<file path="src/rtl/gfp_pkg.sv">
`timescale 1ns / 1ps
// Shared constants and types for the gyro frame parser.
// No dependencies; every other file refers to it by scoped names.
package gfp_pkg;

	// Field widths
	localparam int BYTE_W   = 8;
	localparam int RAW_W    = 16;
	localparam int SCALED_W = 19;
	localparam int POS_W    = 3;

	// Fixed-point format of the scaled value
	localparam int FRACTION_BITS  = 7;
	localparam int RAW_SPAN_SHIFT = 15;

	// Full-scale multipliers (unsigned), product and shift widths
	localparam int FULL_W  = 12;
	localparam int PROD_W  = RAW_W + FULL_W + 1;
	localparam int SHIFT_W = PROD_W + FRACTION_BITS;

	localparam logic [FULL_W-1:0] RATE_FULL  = FULL_W'(2000);
	localparam logic [FULL_W-1:0] ANGLE_FULL = FULL_W'(180);

	// Saturation limits of the 19-bit signed result
	localparam logic signed [SHIFT_W-1:0] OUT_MAX = SHIFT_W'((2 ** (SCALED_W - 1)) - 1);
	localparam logic signed [SHIFT_W-1:0] OUT_MIN = -SHIFT_W'(2 ** (SCALED_W - 1));

	// Frame bytes
	localparam logic [BYTE_W-1:0] SYNC_BYTE = 8'h5A;
	localparam logic [BYTE_W-1:0] CMD_RATE  = 8'hAA;
	localparam logic [BYTE_W-1:0] CMD_ANGLE = 8'hBB;

	// Byte position within a frame
	localparam logic [POS_W-1:0] POS_HUNT = 3'd0;
	localparam logic [POS_W-1:0] POS_SUM  = 3'd4;

	typedef enum logic {
		KIND_RATE  = 1'b0,
		KIND_ANGLE = 1'b1
	} frame_kind_t;

	typedef logic [BYTE_W-1:0] byte_t;

endpackage

</file>
<file path="src/rtl/gfp_if.sv">
`timescale 1ns / 1ps
// Valid/ready channels of the gyro frame parser: received bytes in, decoded frames out.
// Depends on gfp_pkg for field widths.
interface gfp_rx_if;
	logic                         valid;
	logic                         ready;
	logic [gfp_pkg::BYTE_W-1:0]   rx_byte;

	modport source (output valid, output rx_byte, input ready);
	modport sink   (input valid, input rx_byte, output ready);
endinterface

interface gfp_result_if;
	logic                                valid;
	logic                                ready;
	logic                                frame_kind;
	logic signed [gfp_pkg::RAW_W-1:0]    raw_value;
	logic signed [gfp_pkg::SCALED_W-1:0] scaled_value;

	modport source (output valid, output frame_kind, output raw_value, output scaled_value,
		input ready);
	modport sink   (input valid, input frame_kind, input raw_value, input scaled_value,
		output ready);
endinterface

</file>
<file path="src/rtl/gyro_frame_parser_core.sv">
`timescale 1ns / 1ps
// Gyro frame parser top level: sync hunt, checksum check, command decode, scaling.
// Depends on gfp_pkg and the channel interfaces in gfp_if.sv.

// Takes one received byte per beat on rx and emits one beat on result for every
// 5-byte frame (0x5A, cmd, data_lo, data_hi, sum) whose 8-bit checksum matches and
// whose cmd is 0xAA (rate, kind 0) or 0xBB (angle, kind 1). Bad frames are dropped
// silently and the parser goes back to hunting for 0x5A; a 0x5A inside a frame is
// plain data. A byte is accepted every cycle unless a result stalls on result.ready; a result becomes
// valid once the checksum byte has passed the input register and then the result
// register. scaled_value holds degrees/s or degrees with 7 fraction bits, rounded toward
// minus infinity. While a result waits for result.ready, one more byte is accepted only
// if the input register is empty; after that rx.ready drops until the result is taken.
module gyro_frame_parser_core (
	input  logic                clk,
	input  logic                arst_n,
	gfp_rx_if.sink              rx,
	gfp_result_if.source        result
);

	// Input register
	logic                  valid_s1;
	gfp_pkg::byte_t        byte_s1;

	// Parser state
	logic [gfp_pkg::POS_W-1:0] pos_q;
	gfp_pkg::byte_t            frame_q [1:3];

	// Result register
	logic                                  out_valid_q;
	gfp_pkg::frame_kind_t                  kind_q;
	logic signed [gfp_pkg::RAW_W-1:0]      raw_q;
	logic signed [gfp_pkg::SCALED_W-1:0]   scaled_q;

	logic                                  advance;
	logic                                  step;
	logic                                  hit;
	gfp_pkg::byte_t                        sum;
	logic                                  cmd_ok;
	gfp_pkg::frame_kind_t                  kind;
	logic [gfp_pkg::FULL_W-1:0]            full;
	logic signed [gfp_pkg::RAW_W-1:0]      raw;
	logic signed [gfp_pkg::PROD_W-1:0]     prod;
	logic signed [gfp_pkg::SHIFT_W-1:0]    wide;
	logic signed [gfp_pkg::SHIFT_W-1:0]    floored;
	logic signed [gfp_pkg::SHIFT_W-1:0]    sat;

	assign advance  = !out_valid_q || result.ready;
	assign rx.ready = !valid_s1 || advance;
	assign step     = valid_s1 && advance;

	always_ff @(posedge clk or negedge arst_n) begin
		if (!arst_n) begin
			valid_s1 <= 1'b0;
		end else if (rx.valid && rx.ready) begin
			valid_s1 <= 1'b1;
		end else if (advance) begin
			valid_s1 <= 1'b0;
		end
	end

	always_ff @(posedge clk) begin
		if (rx.valid && rx.ready) begin
			byte_s1 <= rx.rx_byte;
		end
	end

	// Frame decode
	assign sum = gfp_pkg::BYTE_W'(gfp_pkg::SYNC_BYTE + frame_q[1] + frame_q[2] + frame_q[3]);
	assign raw = {frame_q[3], frame_q[2]};

	always_comb begin
		cmd_ok = 1'b1;
		kind   = gfp_pkg::KIND_RATE;
		full   = gfp_pkg::RATE_FULL;
		priority if (frame_q[1] == gfp_pkg::CMD_RATE) begin
			kind = gfp_pkg::KIND_RATE;
			full = gfp_pkg::RATE_FULL;
		end else if (frame_q[1] == gfp_pkg::CMD_ANGLE) begin
			kind = gfp_pkg::KIND_ANGLE;
			full = gfp_pkg::ANGLE_FULL;
		end else begin
			cmd_ok = 1'b0;
		end
	end

	assign hit = step && (pos_q == gfp_pkg::POS_SUM) && (sum == byte_s1) && cmd_ok;

	// raw * full * 2^F / 2^15, floor via arithmetic shift, then saturate
	assign prod    = gfp_pkg::PROD_W'(raw) * $signed({1'b0, full});
	assign wide    = gfp_pkg::SHIFT_W'(prod) <<< gfp_pkg::FRACTION_BITS;
	assign floored = wide >>> gfp_pkg::RAW_SPAN_SHIFT;

	always_comb begin
		priority if (floored > gfp_pkg::OUT_MAX) begin
			sat = gfp_pkg::OUT_MAX;
		end else if (floored < gfp_pkg::OUT_MIN) begin
			sat = gfp_pkg::OUT_MIN;
		end else begin
			sat = floored;
		end
	end

	always_ff @(posedge clk or negedge arst_n) begin
		if (!arst_n) begin
			pos_q <= gfp_pkg::POS_HUNT;
		end else if (step) begin
			priority if (pos_q == gfp_pkg::POS_HUNT || pos_q > gfp_pkg::POS_SUM) begin
				pos_q <= (byte_s1 == gfp_pkg::SYNC_BYTE) ? gfp_pkg::POS_W'(1)
					: gfp_pkg::POS_HUNT;
			end else if (pos_q < gfp_pkg::POS_SUM) begin
				pos_q <= pos_q + gfp_pkg::POS_W'(1);
			end else begin
				pos_q <= gfp_pkg::POS_HUNT;
			end
		end
	end

	// Sync byte is implied by position, only cmd/lo/hi are kept
	always_ff @(posedge clk) begin
		if (step && pos_q != gfp_pkg::POS_HUNT && pos_q < gfp_pkg::POS_SUM) begin
			frame_q[pos_q[1:0]] <= byte_s1;
		end
	end

	always_ff @(posedge clk or negedge arst_n) begin
		if (!arst_n) begin
			out_valid_q <= 1'b0;
		end else if (hit) begin
			out_valid_q <= 1'b1;
		end else if (advance) begin
			out_valid_q <= 1'b0;
		end
	end

	always_ff @(posedge clk) begin
		if (hit) begin
			kind_q   <= kind;
			raw_q    <= raw;
			scaled_q <= sat[gfp_pkg::SCALED_W-1:0];
		end
	end

	assign result.valid        = out_valid_q;
	assign result.frame_kind   = kind_q;
	assign result.raw_value    = raw_q;
	assign result.scaled_value = scaled_q;

	// Checks
	a_pos_range: assert property (@(posedge clk) disable iff (!arst_n)
		pos_q <= gfp_pkg::POS_SUM)
		else $error("byte position out of range");

	a_hunt_drop: assert property (@(posedge clk) disable iff (!arst_n)
		(step && pos_q == gfp_pkg::POS_HUNT && byte_s1 != gfp_pkg::SYNC_BYTE)
		|=> pos_q == gfp_pkg::POS_HUNT)
		else $error("non-sync byte left hunt state");

	a_new_result_after_sum: assert property (@(posedge clk) disable iff (!arst_n)
		(out_valid_q && !$past(out_valid_q)) |-> $past(pos_q) == gfp_pkg::POS_SUM)
		else $error("result not caused by checksum byte");

	a_sign_match: assert property (@(posedge clk) disable iff (!arst_n)
		out_valid_q |-> (scaled_q[gfp_pkg::SCALED_W-1] == raw_q[gfp_pkg::RAW_W-1]))
		else $error("scaled value sign differs from raw value");

	a_angle_bound: assert property (@(posedge clk) disable iff (!arst_n)
		(out_valid_q && kind_q == gfp_pkg::KIND_ANGLE)
		|-> (scaled_q <= 19'sd23040 && scaled_q >= -19'sd23040))
		else $error("angle result beyond full scale");

endmodule

</file>
<file path="src/flat_wrapper.sv">
// flat-port wrapper written by rule: the top's interface ports become plain ports
module gyro_frame_parser_core_flat 
  (clk, arst_n, rx_valid, rx_rx_byte, rx_ready, result_valid, result_frame_kind, result_raw_value, result_scaled_value, result_ready);
  gfp_rx_if rx_i ();
  gfp_result_if result_i ();
  input  logic clk;
  input  logic arst_n;
  input wire logic [$bits(rx_i.valid)-1:0] rx_valid;
  input wire logic [$bits(rx_i.rx_byte)-1:0] rx_rx_byte;
  output wire logic [$bits(rx_i.ready)-1:0] rx_ready;
  output wire logic [$bits(result_i.valid)-1:0] result_valid;
  output wire logic [$bits(result_i.frame_kind)-1:0] result_frame_kind;
  output wire logic [$bits(result_i.raw_value)-1:0] result_raw_value;
  output wire logic [$bits(result_i.scaled_value)-1:0] result_scaled_value;
  input wire logic [$bits(result_i.ready)-1:0] result_ready;
  assign rx_i.valid = rx_valid;
  assign rx_i.rx_byte = rx_rx_byte;
  assign rx_ready = rx_i.ready;
  assign result_valid = result_i.valid;
  assign result_frame_kind = result_i.frame_kind;
  assign result_raw_value = result_i.raw_value;
  assign result_scaled_value = result_i.scaled_value;
  assign result_i.ready = result_ready;
  gyro_frame_parser_core u_core (.clk(clk), .arst_n(arst_n), .rx(rx_i), .result(result_i));
endmodule
</file>
<file path="config.mk">
export PLATFORM = sky130hd
export DESIGN_NAME = gyro_frame_parser_core_flat
export DESIGN_NICKNAME = d
export VERILOG_FILES = /design/src/rtl/gfp_pkg.sv /design/src/rtl/gfp_if.sv /design/src/rtl/gyro_frame_parser_core.sv /design/src/flat_wrapper.sv
export SDC_FILE = /design/constraint.sdc
export NUM_CORES = 1
export LEC_CHECK = 0
export BUFFER_PORTS_ARGS = -buffer_cell sky130_fd_sc_hd__buf_2
export CELL_PAD_IN_SITES_DETAIL_PLACEMENT = 2
export CELL_PAD_IN_SITES_GLOBAL_PLACEMENT = 2
export CORE_MARGIN = 2
export CORE_UTILIZATION = 41
export CTS_BUF_LIST = sky130_fd_sc_hd__clkbuf_4 sky130_fd_sc_hd__clkbuf_8 sky130_fd_sc_hd__clkbuf_16
export CTS_CLUSTER_SIZE = 12
export DETAILED_ROUTE_END_ITERATION = 10
export PLACE_DENSITY_LB_ADDON = 0.1
export SKIP_LAST_GASP = 1
export SLEW_MARGIN = 5
export SYNTH_ARGS = -nofsm -noshare
export SYNTH_HDL_FRONTEND = slang
export SYNTH_SLANG_ARGS = --single-unit
</file>
<file path="constraint.sdc">
create_clock -name clk -period 7.6 [get_ports clk]
set_input_delay 0.76 -clock clk [delete_from_list [all_inputs] [get_ports clk]]
set_output_delay 0.76 -clock clk [all_outputs]
set_load 0.005 [all_outputs]
</file>
==> metrics.csv <==
metric,value,unit
maxSlewHeadroom,22.07,%
finalHoldViolCount,0,
met2_usage,37.82,%
cts_setup_buffers,0,
ys.flop_type,edfxtp_1,
cts_root_buf,clkbuf_16,
synth.ff_latch_count,73,
fmax,147.2,MHz
placed_area,0.008522,mm2
min_path_type,in -> async,
pre_cts_ws,0.7951,ns
ir_drop,0.1011,mV
vias,5418,
fin_crit_sh,89.36,%
timing_worst_setup_path_type,reg -> reg,
worst_setup_path_end_kind,register,
drt_iter0_markers,182,
fin_crit,6.791,ns
tns,0,ns
io_pins,50,
cts_buffer_depth,2,
yosysTopAreaCellShare,25.47,%
grt.total_usage,20.93,%
via_per_inst,4.966,
die_height,143.8,um
core,0.01933,mm2
post-route-util,45.70,%
route.detailed.drc,0,
r2r_slack,0.81,ns
synth_cells,780,
cts.htree.levels,3,
drt-total-wl,20.31,mm
drv_cap,0,
rr_worst_depth,24,
ctsHoldBuffers,0,
multiInputGateArea,0.005012,mm2
crit_arrival,6.88,ns
top_usage_layer,met2,
cts_sinks,73,
crit_path_end,u_core.result.scaled_value[7]$_SDFFCE_PN1P_,
grt_pass1_vias,6231,
insertedDiodeCount,0,
synth_async_sr_flop_share,6.849,%
use_met3,3.066,%
area_growth_syn_to_layout,10.21,%
first_pass_iters,4,
grt_max_degree,37,
startpoint_type,register,
start_util,41.47,%
die_area,0.02069,mm2
setup.worst_path.start,u_core.frame_q[1][2]$_DFFE_PP_,
insertion_delay,0.35,ns
synth_top_area_cell,edfxtp_1,
whs,0.2120,ns
grt_antenna_before_repair,0,
ys.warnings.count,0,
num_rows,51,
path_max_fanout,18,
outcome,"complete, no violations",
yosysSeqAreaShare,27.03,%
yosys.cell_types.count,53,
ant_nets,0,
clk_pin_slew,0.07,ns
gp_congestion,0.8265,
finalNetCount,1019,
layout-drive-gt1-share,10.65,%
leakagePower,4.224,nW
syn_area_per_cell,10.28,um2
worst_pin_slew,1.166,ns
met1_usage,26.63,%
required,7.68,ns
regArea,0.002167,mm2
fin_ws,0.8087,ns
grt_pass1_wl,32.78,mm
r2r_end,u_core.result.scaled_value[7]$_SDFFCE_PN1P_,
r2r_start,u_core.frame_q[1][2]$_DFFE_PP_,
cts_buffers,9,
synth_commonest_cells,"200 x inv_1, 94 x fa_1, 92 x ha_1",
gr-total-overflow,0,
rsz0062_at_grt,no,
drv_slew,0,
ys_top_cells_by_area,"edfxtp_1 25%, fa_1 23%, ha_1 14%, inv_1 9.4%, xnor2_1 5.9%",
place_hpwl,16.80,mm
cts_tree,yes,
setup_violations,0,
die_w,143.8,um
synthesis.nets,978,
wl_per_cell,18.62,um
skew,0.01252,ns
cts_resized,0,
power.density,112.8,mW/mm2
port_buffers,49,
synth_edf_count,68,
synth_most_common_cell,inv_1,
nFillCells,2031,
netlist_area,0.008018,mm2
design_area,0.008836,mm2
kinds of logic (layout without fill, tap and decap cells):
kind of cell    after synthesis  count (layout)  share of synthesized area (%)
flops                        73              73                          27.03
compound gates               91              91                          7.491
xor+xnor                     68              68                          7.428
fa+ha+maj                   192             192                          38.58
simple gates                135             135                          8.926
buf+inv                     221             267                          10.55
through the flow:
step / cells / total power, mW
after global routing: 1091 / 1.034
after floorplan: 780 / 0.5178
after global placement: 1075 / 0.5367
after detailed placement: 1075 / 0.5439
final: 1091 / 0.9968
after CTS: 1091 / 1.007
metal layers:
layer / vias up / routed length, um / part of all wire, %
met5: - / 0 / 0
met4: 0 / 307 / 1.5
met3: 23 / 461 / 2.3
met2: 71 / 10610 / 52
met1: 2779 / 8936 / 44
li1: 2545 / - / -
report_power, final:
part | switching, mW | internal, mW | total, mW
clock network | 0.194 | 0.268 | 0.463
registers | 0.0102 | 0.446 | 0.456
logic | 0.0447 | 0.0330 | 0.0777
total | 0.249 | 0.747 | 0.997
layout by cell type, fill, tap and decap left out, types with 14 or more instances in the layout:
cell,n
inv_1,200
fa_1,94
ha_1,92
edfxtp_1,68
xnor2_1,54
buf_2,49
nand2_1,44
a21oi_1,36
nor2_1,35
o21ai_0,18
xor2_1,14
worst max-delay path, cell delays in order, from the launching register on:
cell and delay, ns:
edfxtp_1 0.45, nand4b_4 0.23, or2_2 0.45, inv_1 0.30
buf_4 0.27, nor2_1 0.10, xnor2_1 0.14, ha_1 0.19
a21oi_1 0.17, fa_1 0.44, inv_1 0.08, fa_1 0.44
fa_1 0.54, inv_1 0.05, fa_1 0.53, inv_1 0.04
ha_1 0.35, and3_1 0.18, and2_4 0.17, a221oi_2 0.25
inv_1 0.10, a211oi_1 0.39, nor3b_4 0.11, a21oi_4 0.40
o21ai_0 0.16
worst min path at each step:
stage                                         startpoint                                     to  slack, ns  cells after the start
after global routing                              arst_n            u_core.pos_q[0]$_DFFE_PN0P_       0.21                      1
final                                             arst_n            u_core.pos_q[0]$_DFFE_PN0P_       0.21                      1
after CTS                                         arst_n            u_core.pos_q[0]$_DFFE_PN0P_       0.21                      1
after global placement       u_core.pos_q[1]$_DFFE_PN0P_            u_core.pos_q[1]$_DFFE_PN0P_       0.52                      2
after detailed placement  u_core.frame_q[3][6]$_DFFE_PP_  u_core.result.raw_value[14]$_DFFE_PP_       0.53                      0
after floorplan           u_core.frame_q[3][3]$_DFFE_PP_  u_core.result.raw_value[11]$_DFFE_PP_       0.45                      0
area by class of cell:
cell class                      instances  area share (%)
Sequential cell                        73           24.53
Tap cell                              265           3.752
Clock inverter                          6          0.8496
Inverter                              200           8.496
Clock buffer                           10           2.705
Multi-Input combinational cell        486           56.73
Timing Repair Buffer                   51           2.945
sequential cells by signal, summed over array words and instances, names as in the netlist:
signal / count
u_core.byte_s1: 8
u_core.frame_q: 24
u_core.pos_q: 3
u_core.result.frame_kind: 1
u_core.result.raw_value: 16
u_core.result.scaled_value: 19
u_core.result.valid: 1
u_core.valid_s1: 1
No activity file was read; power rests on OpenSTA's default activity.
